File: src/sv/ubdc_pkg.sv
`timescale 1ns / 1ps
// Shared widths, codes, types and helper functions of the baud divisor unit.
package ubdc_pkg;

   localparam int OSC_W         = 27;
   localparam int BAUD_W        = 20;
   localparam int NUM_W         = 34;           // osc*100 + 8*baud
   localparam int Q_W           = NUM_W - 4;    // dividend after dropping the x16
   localparam int DIV_W         = 16;
   localparam int DIG_W         = 4;
   localparam int ST_W          = 2;
   localparam int SCALE         = 100;
   localparam int QUEUE_DEPTH   = 2;

   localparam logic [OSC_W-1:0] OSC_RESET = OSC_W'(11059200);
   localparam int unsigned FALLBACK_BAUD_DEF = 9600;

   // Ratio limits: integer part must be 1..65536.
   localparam logic [Q_W-1:0] RATIO_MIN = Q_W'(100);
   localparam logic [Q_W-1:0] RATIO_LIM = Q_W'(6553700);

   // Divide by 100 through a reciprocal, exact for ratios below RATIO_LIM.
   localparam int RATIO_KEEP_W = 23;
   localparam int RECIP_W      = 24;
   localparam int RECIP_SHIFT  = 30;
   localparam int PROD_W       = RATIO_KEEP_W + RECIP_W;
   localparam int INT_W        = PROD_W - RECIP_SHIFT;
   localparam int REM_W        = 7;
   localparam logic [RECIP_W-1:0] RECIP_100 = RECIP_W'(10737419);

   localparam logic [ST_W-1:0] ST_OK       = 2'd0;
   localparam logic [ST_W-1:0] ST_FALLBACK = 2'd1;
   localparam logic [ST_W-1:0] ST_FAIL     = 2'd2;

   typedef struct packed {
      logic              bad;
      logic [BAUD_W-1:0] baud;
      logic [Q_W-1:0]    num;
   } item_type;

   typedef struct packed {
      logic             ok;
      logic [DIV_W-1:0] div;
      logic [DIG_W-1:0] digit;
   } fields_type;

   // (osc*100 + 8*baud) / 16, rounded down; the quotient by baud is then ratio_x100.
   function automatic logic [Q_W-1:0] scaled_num(input logic [OSC_W-1:0] osc,
                                                 input logic [BAUD_W-1:0] baud);
      logic [NUM_W-1:0] sum;
      sum = NUM_W'(osc) * NUM_W'(SCALE) + (NUM_W'(baud) << 3);
      return sum[NUM_W-1:4];
   endfunction

   // Tens digit of a value 0..99.
   function automatic logic [DIG_W-1:0] tens_digit(input logic [REM_W-1:0] rem);
      logic [DIG_W-1:0] d;
      d = '0;
      for (int i = 1; i < 10; i++) begin
         if (rem >= REM_W'(i * 10)) begin
            d = d + DIG_W'(1);
         end
      end
      return d;
   endfunction

endpackage

File: src/sv/ubdc_front.sv
`timescale 1ns / 1ps
// Front end: accept a request, flag a zero baud and form the scaled dividend.
module ubdc_front (
   input  logic                          clock,
   input  logic                          reset,
   input  logic                          start,
   output logic                          busy,
   input  logic [ubdc_pkg::BAUD_W-1:0]   req_baud_rate,
   input  logic [ubdc_pkg::OSC_W-1:0]    osc,
   input  logic                          fb_ready,
   input  logic                          q_full,
   output logic                          push,
   output ubdc_pkg::item_type            push_item
);
   import ubdc_pkg::*;

   logic     vld_ff;
   logic     vld_in;
   item_type item_ff;
   logic     take;

   assign push  = vld_ff && !q_full;
   assign busy  = !fb_ready || (vld_ff && q_full);
   assign take  = start && !busy;

   always_comb begin
      vld_in = vld_ff;
      if (take) begin
         vld_in = 1'b1;
      end else if (push) begin
         vld_in = 1'b0;
      end
   end

   always_ff @(posedge clock) begin
      if (reset) begin
         vld_ff <= 1'b0;
      end else begin
         vld_ff <= vld_in;
      end
   end

   always_ff @(posedge clock) begin
      if (take) begin
         item_ff <= '{bad:  (req_baud_rate == '0),
                      baud: req_baud_rate,
                      num:  scaled_num(osc, req_baud_rate)};
      end
   end

   assign push_item = item_ff;

endmodule

File: config.mk
export PLATFORM = sky130hd
export DESIGN_NAME = ubdc_front
export DESIGN_NICKNAME = d
export VERILOG_FILES = /design/src/sv/ubdc_pkg.sv /design/src/sv/ubdc_front.sv
export SDC_FILE = /design/constraint.sdc
export NUM_CORES = 1
export LEC_CHECK = 0
export ABC_AREA = 1
export BUFFER_PORTS_ARGS = -buffer_cell sky130_fd_sc_hd__buf_2
export CAP_MARGIN = 20
export CELL_PAD_IN_SITES_DETAIL_PLACEMENT = 1
export CELL_PAD_IN_SITES_GLOBAL_PLACEMENT = 2
export CORE_MARGIN = 2
export CORE_UTILIZATION = 33
export DETAILED_ROUTE_END_ITERATION = 10
export PLACE_DENSITY = 0.79
export RECOVER_POWER = 50
export SKIP_LAST_GASP = 1
export SYNTH_ARGS = -nofsm -noshare
export SYNTH_HDL_FRONTEND = slang
export SYNTH_SLANG_ARGS = --single-unit
File: constraint.sdc
create_clock -name clock -period 7 [get_ports clock]
set_input_delay 1.75 -clock clock [delete_from_list [all_inputs] [get_ports clock]]
set_output_delay 1.75 -clock clock [all_outputs]
set_load 0.05 [all_outputs]
==> results.ini <==
[floorplanning]
dieArea_um2 = 21260
core_um2 = 19590
die_h_um = 145.8
io_pins = 105
rows = 51
dieWidth_um = 145.8
start_util_pct = 33.88

[timing]
hold_slack_ns = 0.5960
slew_headroom_pct = -82.08
tightest_slew_ns = 2.731
setup_violations = 0
fin_crit_ns = 6.197
hold_viol = 0
fmax_mhz = 161.4
rsz0062_at_grt = no
skew_ns = 0.008887
fin_crit_sh_pct = 88.53
tns_ns = 0
slew_violations = 53

[finish]
instances_no_fill = 1271
antenna_cells = 0
fillers = 2542
multi_input_comb_area_um2 = 4259
drive_gt1_share_pct = 7.753
final_util_pct = 38.80
layout.area.seq_um2 = 1551
area_growth_syn_to_layout_pct = 14.51
fin_nets = 1187

[yosys]
synth_area_um2 = 6638
synthXorXnorAreaFrac_pct = 5.674
synth_cell_types = 37
synth_compound_area_share_pct = 6.315
synthMuxAreaShare_pct = 0
synth.most_common_cell = nand2_1
yosys.area_share.simple_pct = 24.96
ys_top_cells_by_area = edfxtp_1 23%, ha_1 20%, nand2_1 13%, inv_1 12%, fa_1 6.9%
synth_top_family_by_area = adder cells
synth-seq-cells = 52
avgSynthCellArea_um2 = 7.433
synth_top_area_cell = edfxtp_1
netlist_instances = 893
ys_async_sr_fraction_pct = 0
ys_seq_area_share_pct = 23.37
synth_edf_count = 51
yosys_warnings = 0
syn_nets = 1075
synthAdderAreaFrac_pct = 27.11
synth_top_cells_by_count = 231 x nand2_1, 218 x inv_1, 107 x ha_1, 51 x edfxtp_1, 42 x a21oi_1
synth-main-ff-cell = edfxtp_1
synth_top_cell_area_share_pct = 23.07

[run]
drv_cap = 1

[global_routing]
grtUsageTotal_pct = 17.39
grt_max_degree = 53
grt_overflow_total = 0
grt_pass1_wl_um = 30280
grt_pass1_vias = 6197
antenna_found_initial = 0

[worst_setup_path]
max_stage_delay_ns = 0.50
cp_max_fo = 5
critPathCaptureType = flip-flop
worstPathArrival_ns = 6.25
path_cells = buf_2 -> ha_1 -> ha_1 -> inv_1 -> fa_1 -> inv_1 -> ha_1 -> nand2_1 -> nor2_1 -> nand3_1 -> nand2_1 -> nand2_1 -> nand2_1 -> xor2_1 -> ha_1 -> nand2_1 -> nor3_1 -> nand4_1 -> nand3_1 -> nand2_1 -> a21oi_4 -> nand3_1 -> xor2_1
cpMostUsedCell = nand2_1
cpLargestDelayFamily = simple AND/OR/NAND/NOR gates
path_buf_inv = 3
cp-start-kind = primary input
crit_required_ns = 7.05
slowest_stage = fa_1
path_class = primary input to flip-flop

[cts]
htreeDepth = 2
cts_buffers = 5
post-cts-setup-buffers = 0
cts_root_buf = clkbuf_16
ctsResizeCount = 0
clockBufferDepth = 2
hold_buffers = 0
clkTransAtPathRegs_ns = 0.07
cts_tree = built
cts.sinks = 52
insertion_delay_ns = 0.29

[outcome]
violations = capacitance limit, slew limit
status = finished with violations

[drt]
wl_um = 17890
route.detailed.drc = 0
vias_per_cell = 4.551
wire_per_inst_um = 14.07
antenna_left = 0
drtIter0Drc = 246
drt_pass1_iterations = 4
vias = 5784

[placement]
post-dp-hpwl_um = 16080
gp_congestion = 0.8969
placed_cells = 1263
port_buffers = 104

[power_and_ir_drop]
ir_drop_mv = 0.1489
powerDensity_nw_per_um2 = 348.2
leakage_nw = 4.079

[hold_path]
min_path_type = flip-flop to flip-flop

==> worst register-to-register path, delay by kind of cell, from the launching register on <==
| family | cells | cell delay [ns] |
|---|---|---|
| simple gates | 3 | 0.26 |
| flops | 1 | 0.31 |
| buf+inv | 1 | 1.92 |
==> power breakdown <==
part	switching (mW)	internal, mW
clock	0.105	0.205
sequential	0.0153	0.471
combinational	1.28	0.573
==> stage by stage <==
| stage | total power [mW] | area (um2) | setup slack, ns |
|---|---|---|---|
| after floorplan | 1.896 | 6638 | 1.477 |
| final | 2.647 | 7601 | 0.8026 |
| after global routing | 2.911 | 7601 | 0.3968 |
| after global placement | 2.345 | 7505 | 0.3764 |
| after CTS | 2.689 | 7694 | 0.7536 |
| after detailed placement | 2.367 | 7505 | 0.4654 |
==> cells in the final DEF, fill, tap and decap left out, drive strengths merged, types with 2 or more instances in the layout <==
| cell type | instances |
|---|---|
| nor3 | 4 |
| nand3 | 43 |
| and2 | 3 |
| edfxtp | 51 |
| fa | 23 |
| clkinv | 2 |
| ha | 107 |
| xor2 | 31 |
| buf | 33 |
| o21bai | 6 |
| bufinv | 2 |
| nor4 | 7 |
| o21ai | 15 |
| nand4 | 15 |
| a31oi | 4 |
| a21oi | 44 |
| nand3b | 2 |
| nand2 | 243 |
| nor2 | 54 |
| xnor2 | 12 |
| inv | 220 |
| clkbuf | 78 |
==> final cells by class <==
| class | instances | share of cell area (%) |
|---|---|---|
| clock buffers | 6 | 1.695 |
| inverters | 222 | 10.98 |
| well taps | 265 | 4.362 |
| multi-input cells | 619 | 56.03 |
| repair buffers | 105 | 5.728 |
| clock inverters | 2 | 0.7901 |
| flip-flops and latches | 52 | 20.41 |
==> metal layers <==
metal	wire length [um]	global-route usage, %	vias to the layer above
met1	8886	23.34	2653
met4	311	4.461	0
met3	488	1.630	16
li1	-	-	3033
met5	0	0	-
met2	8201	30.02	82
==> worst paths after layout <==
| kind | from | endpoint | slack (ns) | depth (start not counted) |
|---|---|---|---|---|
| worst min register to register | vld_ff | vld_ff | 0.60 | 4 |
| worst min-delay path | vld_ff | vld_ff | 0.60 | 4 |
| worst max-delay path | osc[5] | push_item[25] | 0.80 | 23 |
| worst max register to register | vld_ff | push_item[37] | 4.02 | 4 |
==> cells by family after synthesis <==
group | Yosys count
compound gates | 73
xor+xnor | 43
fa+ha+maj | 130
buf+inv | 222
flops | 52
simple gates | 373
==> state kept, by name (all words and copies together), names as in the netlist <==
name,cells
push_item,51
vld_ff,1
(Power assumes the default switching activity.)
