==> src/sv/ubdc_pkg.sv <==
`timescale 1ns / 1ps
// Shared widths, codes, types and helper functions of the baud divisor unit.
package ubdc_pkg;

   localparam int OSC_W         = 27;
   localparam int BAUD_W        = 20;
   localparam int NUM_W         = 34;           // osc*100 + 8*baud
   localparam int Q_W           = NUM_W - 4;    // dividend after dropping the x16
   localparam int DIV_W         = 16;
   localparam int DIG_W         = 4;
   localparam int ST_W          = 2;
   localparam int SCALE         = 100;
   localparam int QUEUE_DEPTH   = 2;

   localparam logic [OSC_W-1:0] OSC_RESET = OSC_W'(11059200);
   localparam int unsigned FALLBACK_BAUD_DEF = 9600;

   // Ratio limits: integer part must be 1..65536.
   localparam logic [Q_W-1:0] RATIO_MIN = Q_W'(100);
   localparam logic [Q_W-1:0] RATIO_LIM = Q_W'(6553700);

   // Divide by 100 through a reciprocal, exact for ratios below RATIO_LIM.
   localparam int RATIO_KEEP_W = 23;
   localparam int RECIP_W      = 24;
   localparam int RECIP_SHIFT  = 30;
   localparam int PROD_W       = RATIO_KEEP_W + RECIP_W;
   localparam int INT_W        = PROD_W - RECIP_SHIFT;
   localparam int REM_W        = 7;
   localparam logic [RECIP_W-1:0] RECIP_100 = RECIP_W'(10737419);

   localparam logic [ST_W-1:0] ST_OK       = 2'd0;
   localparam logic [ST_W-1:0] ST_FALLBACK = 2'd1;
   localparam logic [ST_W-1:0] ST_FAIL     = 2'd2;

   typedef struct packed {
      logic              bad;
      logic [BAUD_W-1:0] baud;
      logic [Q_W-1:0]    num;
   } item_type;

   typedef struct packed {
      logic             ok;
      logic [DIV_W-1:0] div;
      logic [DIG_W-1:0] digit;
   } fields_type;

   // (osc*100 + 8*baud) / 16, rounded down; the quotient by baud is then ratio_x100.
   function automatic logic [Q_W-1:0] scaled_num(input logic [OSC_W-1:0] osc,
                                                 input logic [BAUD_W-1:0] baud);
      logic [NUM_W-1:0] sum;
      sum = NUM_W'(osc) * NUM_W'(SCALE) + (NUM_W'(baud) << 3);
      return sum[NUM_W-1:4];
   endfunction

   // Tens digit of a value 0..99.
   function automatic logic [DIG_W-1:0] tens_digit(input logic [REM_W-1:0] rem);
      logic [DIG_W-1:0] d;
      d = '0;
      for (int i = 1; i < 10; i++) begin
         if (rem >= REM_W'(i * 10)) begin
            d = d + DIG_W'(1);
         end
      end
      return d;
   endfunction

endpackage

==> src/sv/ubdc_queue.sv <==
`timescale 1ns / 1ps
// Short queue between the front end and the divider pipeline.
module ubdc_queue (
   input  logic                clock,
   input  logic                reset,
   input  logic                push,
   input  ubdc_pkg::item_type  push_item,
   output logic                full,
   output logic                pop_vld,
   output ubdc_pkg::item_type  pop_item
);
   import ubdc_pkg::*;

   localparam int PTR_W = $clog2(QUEUE_DEPTH);
   localparam int CNT_W = $clog2(QUEUE_DEPTH + 1);

   item_type           mem [QUEUE_DEPTH];
   logic [PTR_W-1:0]   wr_ptr_ff;
   logic [PTR_W-1:0]   rd_ptr_ff;
   logic [CNT_W-1:0]   cnt_ff;
   logic [CNT_W-1:0]   cnt_in;

   assign full     = (cnt_ff == CNT_W'(QUEUE_DEPTH));
   assign pop_vld  = (cnt_ff != '0);
   assign pop_item = mem[rd_ptr_ff];

   // The divider never stalls: pop whenever an entry is present.
   always_comb begin
      cnt_in = cnt_ff;
      if (push && !pop_vld) begin
         cnt_in = cnt_ff + CNT_W'(1);
      end else if (pop_vld && !push) begin
         cnt_in = cnt_ff - CNT_W'(1);
      end
   end

   always_ff @(posedge clock) begin
      if (reset) begin
         wr_ptr_ff <= '0;
         rd_ptr_ff <= '0;
         cnt_ff    <= '0;
      end else begin
         cnt_ff <= cnt_in;
         if (push) begin
            wr_ptr_ff <= (wr_ptr_ff == PTR_W'(QUEUE_DEPTH - 1)) ? '0 : wr_ptr_ff + PTR_W'(1);
         end
         if (pop_vld) begin
            rd_ptr_ff <= (rd_ptr_ff == PTR_W'(QUEUE_DEPTH - 1)) ? '0 : rd_ptr_ff + PTR_W'(1);
         end
      end
   end

   always_ff @(posedge clock) begin
      if (push) begin
         mem[wr_ptr_ff] <= push_item;
      end
   end

endmodule

==> config.mk <==
export PLATFORM = sky130hd
export DESIGN_NAME = ubdc_queue
export DESIGN_NICKNAME = d
export VERILOG_FILES = /design/src/sv/ubdc_pkg.sv /design/src/sv/ubdc_queue.sv
export SDC_FILE = /design/constraint.sdc
export NUM_CORES = 1
export LEC_CHECK = 0
export BUFFER_PORTS_ARGS = -buffer_cell sky130_fd_sc_hd__buf_2
export CORE_MARGIN = 2
export CORE_UTILIZATION = 50
export DETAILED_ROUTE_END_ITERATION = 6
export PLACE_DENSITY = 0.77
export SLEW_MARGIN = 10
export SYNTH_ARGS = -nofsm -noshare
export SYNTH_HDL_FRONTEND = slang
export SYNTH_SLANG_ARGS = --single-unit
==> constraint.sdc <==
create_clock -name clock -period 7.1 [get_ports clock]
set_input_delay 0.355 -clock clock [delete_from_list [all_inputs] [get_ports clock]]
set_output_delay 0.355 -clock clock [all_outputs]
set_load 0.01 [all_outputs]
==> impl_metrics.py <==
metrics = {
    "synth": {
        "syn-cell-area_um2": 3882,
        "synth_nets": 236,
        "synth_seq_cells": 107,
        "syn_inst": 181,
        "syn_avg_cell_area_um2": 21.45,
        "seq_area_frac_synth": 0.8147,
        "synth-warning-count": 0,
        "ys_types": 16,
    },
    "drt": {
        "drt.antenna.violating_nets": 0,
        "vias": 1967,
        "drt_iter0_drc": 125,
        "drt_first_pass_iters": 4,
        "routedWlPerCell_um": 15.90,
        "vias_per_cell": 4.905,
        "wl_um": 6374,
        "drc": 0,
    },
    "critical_path": {
        "crit_type": "register to primary output",
        "rr_worst_depth": 2,
        "worstPathRequired_ns": 6.74,
        "r2r_slack_ns": 5.32,
        "r2r_start": "wr_ptr_ff$_SDFFE_PP0P_",
        "worstReg2RegEnd": "mem[1][19]$_DFFE_PP_",
        "end_kind": "primary output",
        "path_max_fanout": 51,
        "critical_path_arrival_ns": 1.75,
        "critPathLaunchType": "register",
    },
    "finish": {
        "layout.nets": 349,
        "areaGrowthSynthToFinish_pct": 21.82,
        "drive_gt1_frac": 0.5953,
        "diodes": 0,
        "multi_input_area_um2": 686.9,
        "seqCellArea_um2": 3167,
        "fillers": 577,
        "final_core_util": 0.6217,
    },
    "global_routing": {
        "antenna_found_initial": 0,
        "grt_overflow": 0,
        "grt_pass1_vias": 2084,
        "grt_max_degree": 52,
        "track_usage": 0.1576,
        "grt_pass1_wl_um": 9867,
    },
    "clock_network": {
        "cts.clk_slew.worst_paths_ns": 0.10,
        "cts_root_buf": "clkbuf_8",
        "clock_latency_ns": 0.36,
        "clockBufferDepth": 2,
        "cts_resized": 0,
        "holdBufCountCts": 0,
        "cts-buffers-inserted": 9,
        "cts_setup_buffers": 0,
        "htreeDepth": 3,
        "cts_tree": "built",
        "clock_sinks": 107,
    },
    "timing": {
        "setup_ws_ns": 4.994,
        "rsz0062_at_grt": "no",
        "hold_ws_ns": 0.1746,
        "drv_slew": 0,
        "min_period_ns": 2.106,
        "fin_crit_sh": 0.2966,
        "setup-violations-final": 0,
        "max_slew_margin": 0.5356,
        "tightest_slew_ns": 0.6952,
        "max_freq_ghz": 0.4749,
        "tns_ns": 0,
        "fin_skew_ns": 0.008587,
        "hold_viol_final": 0,
    },
    "floorplanning": {
        "start_util": 0.5104,
        "design.core.area_um2": 7607,
        "fp.dieH_um": 92.12,
        "die-area_um2": 8486,
        "num_io_pins": 107,
        "num_rows": 32,
        "die_x_um": 92.12,
    },
    "power_and_ir_drop": {
        "p_leak_nw": 1.774,
        "ir_worst_vdd_mv": 0.2569,
        "powerDensity_nw_per_um2": 321.5,
    },
    "placement": {
        "post-place-ws_ns": 5.008,
        "hpwl_um": 4149,
        "gp_congestion": 0.6827,
        "io_buffers": 106,
    },
    "run": {
        "cap_violations": 0,
    },
    "min_path": {
        "whs_path_depth": 1,
        "hold_end": "mem[0][30]$_DFFE_PP_",
        "hold_path.startpoint": "push_item[30]",
        "hp-class": "primary input to register",
    },
    "status": {
        "status": "completed",
    },
}
area by class of cell:
cell class                 instances  share of cell area
sequential                       107              0.6696
multi-input combinational         67              0.1452
timing repair buffer             108              0.1153
tap                              102             0.02698
clock buffer                       9             0.02619
clock inverter                     7             0.01587
inverter                           1           0.0007937
kinds of logic (layout without fill, tap and decap cells):
logic type	after synthesis	in the layout	synth area share
flops	107	107	0.8147
mux	51	51	0.1479
simple gates	9	9	0.01193
buf+inv	7	125	0.01063
xor+xnor	4	4	0.009025
compound gates	2	2	0.002576
fa+ha+maj	1	1	0.003222
critical path, stage by stage (launching register included):
cell	delay, ns
dfxtp_4	0.80
mux2_2	0.42
buf_2	0.14
synth_stat cells:
master	count	area (µm²)
a21oi_1	1	5.000
and2_1	1	6.260
and2b_2	1	8.760
buf_2	3	15.01
buf_4	3	22.52
dfxtp_1	5	100.1
edfxtp_1	102	3063
ha_1	1	12.51
inv_1	1	3.750
mux2_2	51	574.3
nor2_1	5	18.77
nor2b_1	1	6.260
o21ai_0	1	5.000
or3_1	1	6.260
xnor2_1	1	8.760
xor2_1	3	26.28
layer usage:
layer / vias to the layer above / GRT usage / share of wire
li1: 936 / - / -
met1: 959 / 0.1777 / 0.39
met2: 61 / 0.2770 / 0.54
met3: 11 / 0.03533 / 0.051
met4: 0 / 0.08706 / 0.021
met5: - / 0 / 0
placed cells by master, fill, tap and decap left out, drive strengths merged:
cell / synthesis / layout
a21oi: 1 / 1
and2: 1 / 1
and2b: 1 / 1
buf: 6 / 108
bufinv: 0 / 1
clkbuf: 0 / 9
clkinv: 0 / 2
clkinvlp: 0 / 2
dfxtp: 5 / 5
edfxtp: 102 / 102
ha: 1 / 1
inv: 1 / 3
mux2: 51 / 51
nor2: 5 / 5
nor2b: 1 / 1
o21ai: 1 / 1
or3: 1 / 1
xnor2: 1 / 1
xor2: 3 / 3
sequential cells by signal (all words and copies together), names as in the netlist, named ones only:
signal and flops:
mem 102, cnt_ff 2, rd_ptr_ff 1, wr_ptr_ff 1
through the flow:
stage / cells / power (mW) / area (µm²)
global route: 401 / 1.593 / 4730
floorplan: 181 / 1.046 / 3882
global placement: 385 / 1.169 / 4528
detailed placement: 385 / 1.177 / 4528
CTS: 401 / 1.543 / 4727
finish: 401 / 1.521 / 4730
worst max path at each step:
stage | startpoint | endpoint | slack, ns
2_1_floorplan | push | mem[0][0]$_DFFE_PP_ | 4.02
3_3_place_gp | register | pop_item[49] | 4.98
3_5_place_dp | register | pop_item[49] | 5.01
4_1_cts | register | pop_item[13] | 4.58
5_1_grt | register | pop_item[13] | 4.90
6_report | register | pop_item[49] | 4.99
power by group:
group | switching, mW | total, mW | internal [mW]
combinational | 0.152 | 0.346 | 0.193
sequential | 0.0640 | 0.809 | 0.745
clock | 0.201 | 0.366 | 0.165
(Power assumes the default switching activity.)
