### config.mk
export PLATFORM = sky130hd
export DESIGN_NAME = ubdc_fallback
export DESIGN_NICKNAME = d
export VERILOG_FILES = /design/src/sv/ubdc_pkg.sv /design/src/sv/ubdc_fields.sv /design/src/sv/ubdc_fallback.sv
export SDC_FILE = /design/constraint.sdc
export NUM_CORES = 2
export LEC_CHECK = 0
export ABC_AREA = 1
export BUFFER_PORTS_ARGS = -buffer_cell sky130_fd_sc_hd__buf_2
export CAP_MARGIN = 20
export CELL_PAD_IN_SITES_DETAIL_PLACEMENT = 1
export CELL_PAD_IN_SITES_GLOBAL_PLACEMENT = 1
export CORE_MARGIN = 5
export CORE_UTILIZATION = 25
export CTS_BUF_LIST = sky130_fd_sc_hd__clkbuf_8
export CTS_CLUSTER_DIAMETER = 40
export DETAILED_ROUTE_END_ITERATION = 16
export MAX_ROUTING_LAYER = met4
export PLACE_DENSITY = 0.5
export SYNTH_ARGS = -nofsm -noshare
export SYNTH_HDL_FRONTEND = slang
export SYNTH_SLANG_ARGS = --single-unit
### constraint.sdc
create_clock -name clock -period 8.3 [get_ports clock]
set_clock_uncertainty 0.1 [all_clocks]
set_input_delay 1.245 -clock clock [delete_from_list [all_inputs] [get_ports clock]]
set_output_delay 1.245 -clock clock [all_outputs]
set_load 0.1 [all_outputs]
### src/sv/ubdc_pkg.sv
`timescale 1ns / 1ps
// Shared widths, codes, types and helper functions of the baud divisor unit.
package ubdc_pkg;

   localparam int OSC_W         = 27;
   localparam int BAUD_W        = 20;
   localparam int NUM_W         = 34;           // osc*100 + 8*baud
   localparam int Q_W           = NUM_W - 4;    // dividend after dropping the x16
   localparam int DIV_W         = 16;
   localparam int DIG_W         = 4;
   localparam int ST_W          = 2;
   localparam int SCALE         = 100;
   localparam int QUEUE_DEPTH   = 2;

   localparam logic [OSC_W-1:0] OSC_RESET = OSC_W'(11059200);
   localparam int unsigned FALLBACK_BAUD_DEF = 9600;

   // Ratio limits: integer part must be 1..65536.
   localparam logic [Q_W-1:0] RATIO_MIN = Q_W'(100);
   localparam logic [Q_W-1:0] RATIO_LIM = Q_W'(6553700);

   // Divide by 100 through a reciprocal, exact for ratios below RATIO_LIM.
   localparam int RATIO_KEEP_W = 23;
   localparam int RECIP_W      = 24;
   localparam int RECIP_SHIFT  = 30;
   localparam int PROD_W       = RATIO_KEEP_W + RECIP_W;
   localparam int INT_W        = PROD_W - RECIP_SHIFT;
   localparam int REM_W        = 7;
   localparam logic [RECIP_W-1:0] RECIP_100 = RECIP_W'(10737419);

   localparam logic [ST_W-1:0] ST_OK       = 2'd0;
   localparam logic [ST_W-1:0] ST_FALLBACK = 2'd1;
   localparam logic [ST_W-1:0] ST_FAIL     = 2'd2;

   typedef struct packed {
      logic              bad;
      logic [BAUD_W-1:0] baud;
      logic [Q_W-1:0]    num;
   } item_type;

   typedef struct packed {
      logic             ok;
      logic [DIV_W-1:0] div;
      logic [DIG_W-1:0] digit;
   } fields_type;

   // (osc*100 + 8*baud) / 16, rounded down; the quotient by baud is then ratio_x100.
   function automatic logic [Q_W-1:0] scaled_num(input logic [OSC_W-1:0] osc,
                                                 input logic [BAUD_W-1:0] baud);
      logic [NUM_W-1:0] sum;
      sum = NUM_W'(osc) * NUM_W'(SCALE) + (NUM_W'(baud) << 3);
      return sum[NUM_W-1:4];
   endfunction

   // Tens digit of a value 0..99.
   function automatic logic [DIG_W-1:0] tens_digit(input logic [REM_W-1:0] rem);
      logic [DIG_W-1:0] d;
      d = '0;
      for (int i = 1; i < 10; i++) begin
         if (rem >= REM_W'(i * 10)) begin
            d = d + DIG_W'(1);
         end
      end
      return d;
   endfunction

endpackage

### src/sv/ubdc_fields.sv
`timescale 1ns / 1ps
// Two-stage split of ratio_x100 into divisor value, prescale digit and range flag.
module ubdc_fields (
   input  logic                       clock,
   input  logic                       reset,
   input  logic                       in_vld,
   input  logic [ubdc_pkg::Q_W-1:0]   in_ratio,
   output logic                       out_vld,
   output ubdc_pkg::fields_type       out_res
);
   import ubdc_pkg::*;

   logic                    vld1_ff;
   logic                    ok1_ff;
   logic [RATIO_KEEP_W-1:0] ratio1_ff;
   logic [PROD_W-1:0]       prod1_ff;
   logic                    vld2_ff;
   fields_type              res2_ff;

   logic [INT_W-1:0]        int_part;
   logic [RATIO_KEEP_W-1:0] int_x100;
   logic [RATIO_KEEP_W-1:0] rem_full;

   always_comb begin
      int_part = prod1_ff[PROD_W-1:RECIP_SHIFT];
      // x100 as 64 + 32 + 4
      int_x100 = RATIO_KEEP_W'({int_part, 6'b0}) + RATIO_KEEP_W'({int_part, 5'b0})
               + RATIO_KEEP_W'({int_part, 2'b0});
      rem_full = ratio1_ff - int_x100;
   end

   always_ff @(posedge clock) begin
      if (reset) begin
         vld1_ff <= 1'b0;
         vld2_ff <= 1'b0;
      end else begin
         vld1_ff <= in_vld;
         vld2_ff <= vld1_ff;
      end
   end

   always_ff @(posedge clock) begin
      ok1_ff    <= (in_ratio >= RATIO_MIN) && (in_ratio < RATIO_LIM);
      ratio1_ff <= in_ratio[RATIO_KEEP_W-1:0];
      prod1_ff  <= PROD_W'(in_ratio[RATIO_KEEP_W-1:0]) * PROD_W'(RECIP_100);
      res2_ff   <= '{ok:    ok1_ff,
                     div:   DIV_W'(int_part - INT_W'(1)),
                     digit: tens_digit(rem_full[REM_W-1:0])};
   end

   assign out_vld = vld2_ff;
   assign out_res = res2_ff;

endmodule

### src/sv/ubdc_fallback.sv
`timescale 1ns / 1ps
// Fallback divisor fields for the current oscillator setting, by reciprocal multiply.
module ubdc_fallback #(
   parameter int unsigned FALLBACK_BAUD = ubdc_pkg::FALLBACK_BAUD_DEF
) (
   input  logic                        clock,
   input  logic                        reset,
   input  logic                        restart,
   input  logic [ubdc_pkg::OSC_W-1:0]  osc,
   output logic                        fb_ready,
   output ubdc_pkg::fields_type        fb_res
);
   import ubdc_pkg::*;

   localparam logic [BAUD_W-1:0] FB_BAUD = BAUD_W'(FALLBACK_BAUD);

   // Reciprocal of the fallback rate, exact for every dividend below 2**Q_W.
   localparam int FB_SHIFT   = Q_W + $clog2(FALLBACK_BAUD);
   localparam int FB_RECIP_W = 32;
   localparam int FB_PROD_W  = Q_W + FB_RECIP_W;
   localparam logic [FB_RECIP_W-1:0] FB_RECIP =
      FB_RECIP_W'(((64'd1 << FB_SHIFT) + 64'(FALLBACK_BAUD) - 64'd1) / 64'(FALLBACK_BAUD));

   localparam logic [2:0] FB_LOAD   = 3'd0;
   localparam logic [2:0] FB_MUL    = 3'd1;
   localparam logic [2:0] FB_LAUNCH = 3'd2;
   localparam logic [2:0] FB_WAIT   = 3'd3;
   localparam logic [2:0] FB_DONE   = 3'd4;

   logic [2:0]           state_ff;
   logic [2:0]           state_in;
   logic [Q_W-1:0]       num_ff;
   logic [FB_PROD_W-1:0] prod_ff;
   fields_type           res_ff;

   logic [Q_W-1:0]       quot;
   logic                 fld_vld;
   fields_type           fld_res;

   assign quot = Q_W'(prod_ff >> FB_SHIFT);

   always_comb begin
      state_in = state_ff;
      if (restart) begin
         state_in = FB_LOAD;
      end else begin
         case (state_ff)
            FB_LOAD:   state_in = FB_MUL;
            FB_MUL:    state_in = FB_LAUNCH;
            FB_LAUNCH: state_in = FB_WAIT;
            FB_WAIT: begin
               if (fld_vld) begin
                  state_in = FB_DONE;
               end
            end
            FB_DONE: state_in = FB_DONE;
            default: state_in = FB_LOAD;
         endcase
      end
   end

   always_ff @(posedge clock) begin
      if (reset) begin
         state_ff <= FB_LOAD;
      end else begin
         state_ff <= state_in;
      end
   end

   always_ff @(posedge clock) begin
      case (state_ff)
         FB_LOAD: begin
            num_ff <= scaled_num(osc, FB_BAUD);
         end
         FB_MUL: begin
            prod_ff <= FB_PROD_W'(num_ff) * FB_PROD_W'(FB_RECIP);
         end
         default: begin
         end
      endcase
      if ((state_ff == FB_WAIT) && fld_vld) begin
         res_ff <= fld_res;
      end
   end

   ubdc_fields u_fields (
      .clock    (clock),
      .reset    (reset),
      .in_vld   (state_ff == FB_LAUNCH),
      .in_ratio (quot),
      .out_vld  (fld_vld),
      .out_res  (fld_res)
   );

   assign fb_ready = (state_ff == FB_DONE);
   assign fb_res   = res_ff;

endmodule

==> qor.yml <==
ys.flop_type: "edfxtp_1"
num_vias: 20809
postRouteAntennaNets: 0
final_layout_size_suffix_gt1_frac: 0.0553
ys_seq_area_frac: 0.0913
cts_buffers: 9
pre_cts_slack_ns: 0.865
placed_cell_area_um2: 32100
rsz0062_at_grt: "false"
place_congestion: 0.877
cts_tree: "done"
synth_area_per_cell_um2: 9.19
cts_max_level: 3
mostFrequentLayoutCells: "inv_1 (942), ha_1 (650), fa_1 (484), nand2_1 (279), a21oi_1 (154)"
overflow: 0
worst_pin_slew_ns: 0.936
yosysWarningCount: 0
rows: 126
final.fill_count: 13877
portBuffers: 51
ys_ff_latch: 104
postCtsSetupBuffers: 0
grt_max_degree: 31
fin_area_um2: 32400
syn_to_final_growth_pct: 8.47
setup_violations: 0
first_pass_iters: 4
slew_headroom: 0.368
synth-edff-count: 64
clk_latency_ns: 0.45
ys_types: 58
critPathKind: "flip-flop to flip-flop"
routed_wl_um: 84500
synthesis.nets: 4408
cp.required_ns: 8.42
num_io_pins: 52
dieHeight_um: 355
worstPathMaxFanout: 8
first_global_vias: 23693
period_share: 0.897
clock_path_buffers: 2
layout_commonest_cell: "inv_1"
grtUsageTotal: 0.141
maxCapViolCount: 0
syn_inst: 3244
die-width_um: 355
core_um2: 118000
path_clk_slew_ns: 0.14
max_clock_freq_mhz: 134
synth_area_um2: 29800
detail_route.iter0.violations: 804
root_buffer: "clkbuf_8"
cts_resized: 0
dp_hpwl_um: 78100
routedWlPerCell_um: 17.4
fin_cells: 4864
holdCritPathClass: "flip-flop to flip-flop"
cts_hold_buf: 0
arrival_ns: 7.56
timing.setup.tns_ns: 0
finalMaxSlewViolations: 0
start_util: 0.252
vias_per_cell: 4.28
period_needed_ns: 7.44
antenna_found_initial: 1
dp.cells: 4847
die_area_um2: 126000
outcome: "completed"
critPathLaunchType: "flip-flop"
synthArstFlopShare: 0
grt_pass1_wl_um: 135000
end_kind: "flip-flop"
clkSinkCount: 104
hold_violations: 0
nNetsFinal: 4486
fin_ws_ns: 0.858
drc: 0
[cells by family after synthesis]
kind of cell             after synthesis  synth area share
adder cells (fa/ha/maj)             1134             0.598
buffers and inverters                962             0.122
AND/OR/NAND/NOR                      618            0.0941
AO/OA/AOI/OAI                        330            0.0650
flip-flops                           104            0.0913
XOR/XNOR                              96            0.0303
[final cells by class]
type / instances / area, um2 / share of cell area
antenna: 1 / 2.50 / 0.0000773
clock buffer: 9 / 124 / 0.00383
clock inverter: 7 / 91.3 / 0.00282
inverter: 957 / 3590 / 0.111
multi-input combinational: 2178 / 23500 / 0.726
sequential: 104 / 2720 / 0.0842
tap: 1536 / 1920 / 0.0594
timing repair buffer: 72 / 413 / 0.0128
[path summary, 6_finish.rpt]
path	startpoint	to	slack, ns	cells after the start
setup / recovery	num_ff[11]$_DFFE_PP_	prod_ff[53]$_DFFE_PP_	0.86	21
hold / removal	u_fields.ok1_ff$_DFF_P_	u_fields.out_res[20]$_DFF_P_	0.25	0
setup reg to reg	num_ff[11]$_DFFE_PP_	prod_ff[53]$_DFFE_PP_	0.86	21
hold reg to reg	u_fields.ok1_ff$_DFF_P_	u_fields.out_res[20]$_DFF_P_	0.25	0
[routing by layer]
metal	vias up	GRT usage	part of all wire
met3	80	0.0155	0.026
li1	10245	-	-
met5	-	-	0
met2	231	0.233	0.47
met4	0	0.0296	0.023
met1	10253	0.188	0.48
[per-stage QoR]
| step | utilization | hold slack, ns |
|---|---|---|
| after CTS | 0.274 | 0.254 |
| after global routing | 0.274 | 0.263 |
| final | 0.274 | 0.251 |
| after floorplan | - | 0.210 |
| after detailed placement | 0.272 | 0.226 |
| after global placement | 0.272 | 0.216 |
[critical path, cell delays in order (launching register included)]
cell and delay, ns:
edfxtp_1 0.74, inv_1 0.29, fa_1 0.59, fa_1 0.45, fa_1 0.51, inv_1 0.05
fa_1 0.46, fa_1 0.52, fa_1 0.52, fa_1 0.59, inv_1 0.07, fa_1 0.51
inv_1 0.05, ha_1 0.31, nand2_1 0.10, nor2_1 0.15, inv_1 0.09, nor3_1 0.24
nand2_1 0.09, o211ai_1 0.45, a31oi_1 0.20, xnor2_1 0.16
[cell usage after synthesis, types with 4 or more instances]
cell type	n	area share
o21a_1	11	0.0028
a21oi_1	154	0.026
inv_1	942	0.12
nand3b_1	5	0.0013
xor2_1	62	0.018
nor2_1	148	0.019
nor3_1	26	0.0044
ha_1	650	0.27
edfxtp_1	64	0.064
xor2_2	4	0.0022
or2_2	5	0.0010
nor4_1	6	0.0013
inv_2	15	0.0019
nand2_1	279	0.035
nand3_2	10	0.0034
buf_4	5	0.0013
nand3_1	61	0.010
a21o_1	10	0.0025
nand4_1	29	0.0061
a221oi_1	4	0.0012
dfxtp_1	40	0.027
o21ai_0	82	0.014
nand2_2	24	0.0050
a31oi_1	14	0.0029
a21oi_2	7	0.0021
xnor2_1	27	0.0079
a21boi_0	4	0.0010
nor2_2	4	0.00084
o211ai_1	11	0.0028
fa_1	484	0.32
o21bai_1	9	0.0023
[sequential cells by signal, indices dropped and copies added, names as in the netlist]
name / flops
u_fields.ok1_ff: 1
u_fields.ratio1_ff: 6
u_fields.prod1_ff: 11
num_ff: 30
u_fields.out_res: 17
u_fields.vld1_ff: 1
state_ff: 3
u_fields.out_vld: 1
fb_res: 17
prod_ff: 17
Power is left out: the tool's default activity adds up to more than one toggle a clock period on the data nets, which glitch-free logic cannot reach.
