**src/sv/ubdc_pkg.sv**
```systemverilog
`timescale 1ns / 1ps
// Shared widths, codes, types and helper functions of the baud divisor unit.
package ubdc_pkg;

   localparam int OSC_W         = 27;
   localparam int BAUD_W        = 20;
   localparam int NUM_W         = 34;           // osc*100 + 8*baud
   localparam int Q_W           = NUM_W - 4;    // dividend after dropping the x16
   localparam int DIV_W         = 16;
   localparam int DIG_W         = 4;
   localparam int ST_W          = 2;
   localparam int SCALE         = 100;
   localparam int QUEUE_DEPTH   = 2;

   localparam logic [OSC_W-1:0] OSC_RESET = OSC_W'(11059200);
   localparam int unsigned FALLBACK_BAUD_DEF = 9600;

   // Ratio limits: integer part must be 1..65536.
   localparam logic [Q_W-1:0] RATIO_MIN = Q_W'(100);
   localparam logic [Q_W-1:0] RATIO_LIM = Q_W'(6553700);

   // Divide by 100 through a reciprocal, exact for ratios below RATIO_LIM.
   localparam int RATIO_KEEP_W = 23;
   localparam int RECIP_W      = 24;
   localparam int RECIP_SHIFT  = 30;
   localparam int PROD_W       = RATIO_KEEP_W + RECIP_W;
   localparam int INT_W        = PROD_W - RECIP_SHIFT;
   localparam int REM_W        = 7;
   localparam logic [RECIP_W-1:0] RECIP_100 = RECIP_W'(10737419);

   localparam logic [ST_W-1:0] ST_OK       = 2'd0;
   localparam logic [ST_W-1:0] ST_FALLBACK = 2'd1;
   localparam logic [ST_W-1:0] ST_FAIL     = 2'd2;

   typedef struct packed {
      logic              bad;
      logic [BAUD_W-1:0] baud;
      logic [Q_W-1:0]    num;
   } item_type;

   typedef struct packed {
      logic             ok;
      logic [DIV_W-1:0] div;
      logic [DIG_W-1:0] digit;
   } fields_type;

   // (osc*100 + 8*baud) / 16, rounded down; the quotient by baud is then ratio_x100.
   function automatic logic [Q_W-1:0] scaled_num(input logic [OSC_W-1:0] osc,
                                                 input logic [BAUD_W-1:0] baud);
      logic [NUM_W-1:0] sum;
      sum = NUM_W'(osc) * NUM_W'(SCALE) + (NUM_W'(baud) << 3);
      return sum[NUM_W-1:4];
   endfunction

   // Tens digit of a value 0..99.
   function automatic logic [DIG_W-1:0] tens_digit(input logic [REM_W-1:0] rem);
      logic [DIG_W-1:0] d;
      d = '0;
      for (int i = 1; i < 10; i++) begin
         if (rem >= REM_W'(i * 10)) begin
            d = d + DIG_W'(1);
         end
      end
      return d;
   endfunction

endpackage

```
**src/sv/ubdc_fields.sv**
```systemverilog
`timescale 1ns / 1ps
// Two-stage split of ratio_x100 into divisor value, prescale digit and range flag.
module ubdc_fields (
   input  logic                       clock,
   input  logic                       reset,
   input  logic                       in_vld,
   input  logic [ubdc_pkg::Q_W-1:0]   in_ratio,
   output logic                       out_vld,
   output ubdc_pkg::fields_type       out_res
);
   import ubdc_pkg::*;

   logic                    vld1_ff;
   logic                    ok1_ff;
   logic [RATIO_KEEP_W-1:0] ratio1_ff;
   logic [PROD_W-1:0]       prod1_ff;
   logic                    vld2_ff;
   fields_type              res2_ff;

   logic [INT_W-1:0]        int_part;
   logic [RATIO_KEEP_W-1:0] int_x100;
   logic [RATIO_KEEP_W-1:0] rem_full;

   always_comb begin
      int_part = prod1_ff[PROD_W-1:RECIP_SHIFT];
      // x100 as 64 + 32 + 4
      int_x100 = RATIO_KEEP_W'({int_part, 6'b0}) + RATIO_KEEP_W'({int_part, 5'b0})
               + RATIO_KEEP_W'({int_part, 2'b0});
      rem_full = ratio1_ff - int_x100;
   end

   always_ff @(posedge clock) begin
      if (reset) begin
         vld1_ff <= 1'b0;
         vld2_ff <= 1'b0;
      end else begin
         vld1_ff <= in_vld;
         vld2_ff <= vld1_ff;
      end
   end

   always_ff @(posedge clock) begin
      ok1_ff    <= (in_ratio >= RATIO_MIN) && (in_ratio < RATIO_LIM);
      ratio1_ff <= in_ratio[RATIO_KEEP_W-1:0];
      prod1_ff  <= PROD_W'(in_ratio[RATIO_KEEP_W-1:0]) * PROD_W'(RECIP_100);
      res2_ff   <= '{ok:    ok1_ff,
                     div:   DIV_W'(int_part - INT_W'(1)),
                     digit: tens_digit(rem_full[REM_W-1:0])};
   end

   assign out_vld = vld2_ff;
   assign out_res = res2_ff;

endmodule

```
**src/sv/ubdc_back.sv**
```systemverilog
`timescale 1ns / 1ps
// Back end: pipelined restoring divider, field split and final status selection.
module ubdc_back (
   input  logic                          clock,
   input  logic                          reset,
   input  logic                          in_vld,
   input  ubdc_pkg::item_type            in_item,
   input  ubdc_pkg::fields_type          fb_res,
   output logic                          rsp_strobe,
   output logic [ubdc_pkg::DIV_W/2-1:0]  rsp_divisor_high,
   output logic [ubdc_pkg::DIV_W/2-1:0]  rsp_divisor_low,
   output logic [ubdc_pkg::DIG_W-1:0]    rsp_prescale_digit,
   output logic [ubdc_pkg::ST_W-1:0]     rsp_result_status
);
   import ubdc_pkg::*;

   localparam int BYTE_W = DIV_W / 2;

   logic              stg_vld_ff  [Q_W];
   item_type          stg_item_ff [Q_W];
   logic [BAUD_W-1:0] stg_rem_ff  [Q_W];
   logic [Q_W-1:0]    stg_quot_ff [Q_W];

   // One quotient bit per stage, most significant first.
   for (genvar k = 0; k < Q_W; k++) begin : g_stage
      logic              src_vld;
      item_type          src_item;
      logic [BAUD_W-1:0] src_rem;
      logic [Q_W-1:0]    src_quot;
      logic [BAUD_W:0]   rem_sh;
      logic [BAUD_W+1:0] diff;
      logic              take;

      if (k == 0) begin : g_first
         assign src_vld  = in_vld;
         assign src_item = in_item;
         assign src_rem  = '0;
         assign src_quot = '0;
      end else begin : g_next
         assign src_vld  = stg_vld_ff[k-1];
         assign src_item = stg_item_ff[k-1];
         assign src_rem  = stg_rem_ff[k-1];
         assign src_quot = stg_quot_ff[k-1];
      end

      always_comb begin
         rem_sh = {src_rem, src_item.num[Q_W-1-k]};
         diff   = {1'b0, rem_sh} - {2'b0, src_item.baud};
         take   = !diff[BAUD_W+1];
      end

      always_ff @(posedge clock) begin
         if (reset) begin
            stg_vld_ff[k] <= 1'b0;
         end else begin
            stg_vld_ff[k] <= src_vld;
         end
      end

      always_ff @(posedge clock) begin
         stg_item_ff[k] <= src_item;
         stg_rem_ff[k]  <= take ? diff[BAUD_W-1:0] : rem_sh[BAUD_W-1:0];
         stg_quot_ff[k] <= {src_quot[Q_W-2:0], take};
      end
   end

   logic       fld_vld;
   fields_type fld_res;
   logic       bad1_ff;
   logic       bad2_ff;

   ubdc_fields u_fields (
      .clock    (clock),
      .reset    (reset),
      .in_vld   (stg_vld_ff[Q_W-1]),
      .in_ratio (stg_quot_ff[Q_W-1]),
      .out_vld  (fld_vld),
      .out_res  (fld_res)
   );

   // Carry the zero-baud flag alongside the field split.
   always_ff @(posedge clock) begin
      bad1_ff <= stg_item_ff[Q_W-1].bad;
      bad2_ff <= bad1_ff;
   end

   logic              strobe_ff;
   logic [DIV_W-1:0]  div_ff;
   logic [DIG_W-1:0]  digit_ff;
   logic [ST_W-1:0]   status_ff;
   logic [DIV_W-1:0]  div_in;
   logic [DIG_W-1:0]  digit_in;
   logic [ST_W-1:0]   status_in;

   always_comb begin
      if (!bad2_ff && fld_res.ok) begin
         div_in    = fld_res.div;
         digit_in  = fld_res.digit;
         status_in = ST_OK;
      end else if (fb_res.ok) begin
         div_in    = fb_res.div;
         digit_in  = fb_res.digit;
         status_in = ST_FALLBACK;
      end else begin
         div_in    = '0;
         digit_in  = '0;
         status_in = ST_FAIL;
      end
   end

   always_ff @(posedge clock) begin
      if (reset) begin
         strobe_ff <= 1'b0;
      end else begin
         strobe_ff <= fld_vld;
      end
   end

   always_ff @(posedge clock) begin
      div_ff    <= div_in;
      digit_ff  <= digit_in;
      status_ff <= status_in;
   end

   assign rsp_strobe         = strobe_ff;
   assign rsp_divisor_high   = div_ff[DIV_W-1:BYTE_W];
   assign rsp_divisor_low    = div_ff[BYTE_W-1:0];
   assign rsp_prescale_digit = digit_ff;
   assign rsp_result_status  = status_ff;

endmodule

```
**config.mk**
```make
export PLATFORM = sky130hd
export DESIGN_NAME = ubdc_back
export DESIGN_NICKNAME = d
export VERILOG_FILES = /design/src/sv/ubdc_pkg.sv /design/src/sv/ubdc_fields.sv /design/src/sv/ubdc_back.sv
export SDC_FILE = /design/constraint.sdc
export NUM_CORES = 2
export LEC_CHECK = 0
export BUFFER_PORTS_ARGS = -buffer_cell sky130_fd_sc_hd__buf_2
export CORE_UTILIZATION = 57
export DETAILED_ROUTE_END_ITERATION = 10
export PLACE_DENSITY_LB_ADDON = 0.15
export SLEW_MARGIN = 20
export SYNTH_ARGS = -nofsm -noshare
export SYNTH_HDL_FRONTEND = slang
export SYNTH_SLANG_ARGS = --single-unit
export TNS_END_PERCENT = 10
```
**constraint.sdc**
```tcl
create_clock -name clock -period 6 [get_ports clock]
set_input_delay 1.8 -clock clock [delete_from_list [all_inputs] [get_ports clock]]
set_output_delay 1.8 -clock clock [all_outputs]
set_load 0.03 [all_outputs]
```
==> flow_summary_export.csv <==
group,metric,value,unit
grt,grt_pass1_wl,266,mm
synthesis,synth_largest_area_cell,"dfxtp_1",
grt,grt_max_degree,36,
place,dp.cells,10400,
setup_path,cp_num_buf_inv,7,
clock_tree,cts_tree,"built",
setup_path,path_class,"reg2reg",
synthesis,synthFlopType,"dfxtp_1",
timing,max-slew-margin-rel,0.262,
clock_tree,cts_hold_buffers,0,
synthesis,synth_cells,8240,
setup_path,critPathMaxFanout,4,
timing,finalSetupViolCount,12,
layout,final_cell_area,98800,um^2
timing,max_freq,160,MHz
synthesis,synthAdderAreaFrac,0.173,
floorplan,die_h,393,um
clock_tree,root_buffer,"clkbuf_16",
run,cap_viol_max_count,0,
setup_path,cp_data_arrival_time,6.94,ns
setup_path,crit_family,"adder cells",
place,gp_congestion,0.892,
drt,vias,54700,
setup_path,cp-start-kind,"flip-flop",
clock_tree,cts_made_buffers,205,
timing,post-route-min-period,6.25,ns
setup_path,cp-end-kind,"flip-flop",
drt,drt_wl_total,162,mm
setup_path,r2r_cells,26,
clock_tree,clock_latency,0.80,ns
drt,drc,0,
layout,area_delta_synth_final,13.4,%
synthesis,synthMuxAreaShare,0.0344,
drt,wl_met1,71.4,mm
drt,first_pass_iters,8,
clock_tree,clock_sinks,2192,
drt,wl_per_cell,15.0,um
worst_hold_path,hold_class,"reg2reg",
worst_hold_path,hold_depth,0,
layout,register_area,43900,um^2
synthesis,ys_seq_elements,2192,
synthesis,yosysSeqAreaShare,0.504,
drt,wl_met2,81.0,mm
timing,skew,0.0420,ns
synthesis,synth.top_cell.area_share,0.504,
layout,drive_gt1_frac,0.111,
synthesis,async_reset_ff_frac,0,
drt,wl_met3,4.56,mm
place,place_hpwl,124,mm
grt,grt_usage,0.211,
setup_path,crit_cells,26,
synthesis,synth_edf_count,0,
drt,drt_iter0_drc,2049,
setup_path,required,6.69,ns
floorplan,dieArea,154000,um^2
setup_path,crit_slowest_cell,"fa_1",
setup_path,cp_common_cell,"fa_1",
layout,fin_cells,10800,
layout,finalNetCount,9774,
drt,ant_nets,0,
grt,grt_pass1_vias,54800,
timing,tightestPinTransition,1.10,ns
floorplan,die_w,393,um
timing,rsz0062_at_grt,"yes",
floorplan,coreArea,152000,um^2
synthesis,syn_area_per_cell,10.6,um^2
timing,holdWs,0.301,ns
synthesis,synth-simple-area-share,0.0853,
drt,dr.max_layer_used,"met4",
timing,slew_violations,0,
floorplan,io_pins,98,
place,place_area,91200,um^2
drt,viasPerCell,5.05,
place,portBuffers,97,
synthesis,ys_top_cells_by_area,"dfxtp_1 50%, ha_1 12%, fa_1 5.1%, inv_1 4.7%, xnor2_1 3.3%",
synthesis,ys_types,72,
clock_tree,h-tree-depth,4,
layout,fillers,12100,
grt,grt_antenna_before_repair,2,
place,dpl_worst_slack,-0.526,ns
synthesis,synth_xor_area_frac,0.0470,
floorplan,start_util,0.574,
timing,finalHoldViolCount,0,
synthesis,synth_top_family_by_area,"adder cells",
setup_path,max_stage_delay,0.59,ns
outcome,violations,"negative setup slack",
grt,grt-ovfl-total,0,
synthesis,synth-compound-area-share,0.106,
clock_tree,cts_buffer_depth,3,
timing,setup_ws,-0.246,ns
layout,multiInputGateArea,39200,um^2
timing,period_share,1.04,
synthesis,netlist_area,87100,um^2
outcome,outcome,"finished, violations left",
clock_tree,clkTransAtPathRegs,0.06,ns
floorplan,rows,143,
synthesis,ys_warn_count,0,
==> registers in the layout, indices dropped and copies added (netlist names), 2 cells and up <==
| name | flops |
|---|---|
| stg_item_ff | 1045 |
| u_fields.prod1_ff | 16 |
| div_ff | 16 |
| u_fields.ratio1_ff | 7 |
| stg_vld_ff | 30 |
| u_fields.out_res | 21 |
| stg_quot_ff | 465 |
| rsp_prescale_digit | 4 |
| rsp_result_status | 2 |
| stg_rem_ff | 580 |
==> path summary, 6_finish.rpt <==
check                       from                    end  slack, ns
min reg2reg  stg_quot_ff[1][321]    stg_quot_ff[1][352]       0.30
max          stg_quot_ff[1][395]  u_fields.prod1_ff[40]      -0.25
max reg2reg  stg_quot_ff[1][395]  u_fields.prod1_ff[40]      -0.25
min          stg_quot_ff[1][321]    stg_quot_ff[1][352]       0.30
==> cells in the mapped netlist (all sizes together) (24+ instances only) <==
master,number
or2,36
o31ai,62
mux2i,25
mux2,244
a21oi,554
dfxtp,2192
ha,851
clkbuf,86
and3,24
a211oi,39
fa,222
nor3,96
nand2b,95
o21a,67
xnor2,329
or3,33
o21ai,259
a31oi,36
nand3,117
nor2,607
a21o,166
nor2b,128
inv,1081
a21boi,90
nand2,376
xor2,124
o41ai,33
nand4,29
==> layout by cell type (no fill, tap or decap), drive strengths merged, types with 117 or more instances in the layout <==
cell       n
buf      262
dfxtp   2192
a21oi    554
mux2     244
a21o     166
inv     1089
fa       222
ha       851
nor2b    128
clkbuf   276
nand3    117
nand2    376
o21ai    259
nor2     607
xor2     124
xnor2    329
==> area by class of cell <==
class | count | area share
Antenna cell | 1 | 0.0000253
Clock buffer | 276 | 0.0591
Clock inverter | 100 | 0.0153
Inverter | 1081 | 0.0411
Multi-Input combinational cell | 4884 | 0.396
Sequential cell | 2192 | 0.444
Tap cell | 2030 | 0.0257
Timing Repair Buffer | 262 | 0.0179
==> logic make-up (layout without fill, tap and decap cells) <==
logic type,count (synthesis),after routing
DFF,2192,2192
and+or+nand+nor,1614,1614
AOI/OAI and AO/OA,1462,1462
buffers and inverters,1172,1719
adders and majority gates,1073,1073
xor gates and xnor gates,457,457
muxes,269,269
other,1,10
==> worst register-to-register path, stage by stage, from the launching register on <==
cell      delay (ns)
dfxtp_4         0.34
buf_4           0.13
fa_1            0.59
inv_2           0.08
fa_1            0.50
inv_1           0.05
fa_2            0.31
inv_1           0.07
fa_1            0.44
fa_2            0.38
fa_1            0.52
inv_1           0.05
fa_1            0.47
inv_1           0.04
ha_1            0.17
a21o_1          0.15
a21o_1          0.15
a21o_1          0.15
a211o_1         0.26
a221oi_2        0.33
o21ai_4         0.13
buf_6           0.15
a21oi_4         0.14
nor2_1          0.06
o31a_1          0.25
nor2_1          0.12
xnor2_1         0.12
==> metal layers <==
metal,global-route usage,up-vias
met1,0.253,25500
met3,0.0311,281
li1,-,28200
met2,0.380,658
met4,0.0797,0
met5,0,-
==> stage by stage <==
step	setup TNS (ns)	utilization
6_report	-1.52	0.651
4_1_cts	-1.94	0.650
2_1_floorplan	-0.304	-
3_5_place_dp	-3.80	0.601
5_1_grt	-5.52	0.651
3_3_place_gp	-2.69	0.601
==> what timing repair did <==
action                                  4_1_cts  5_1_grt
gates resized for setup                      28       15
setup buffers                                 4        0
endpoints found under the setup margin       14       19
pin swaps                                    32       12
Power is left out: the tool's default activity adds up to more than one toggle a clock period on the data nets, which glitch-free logic cannot reach.
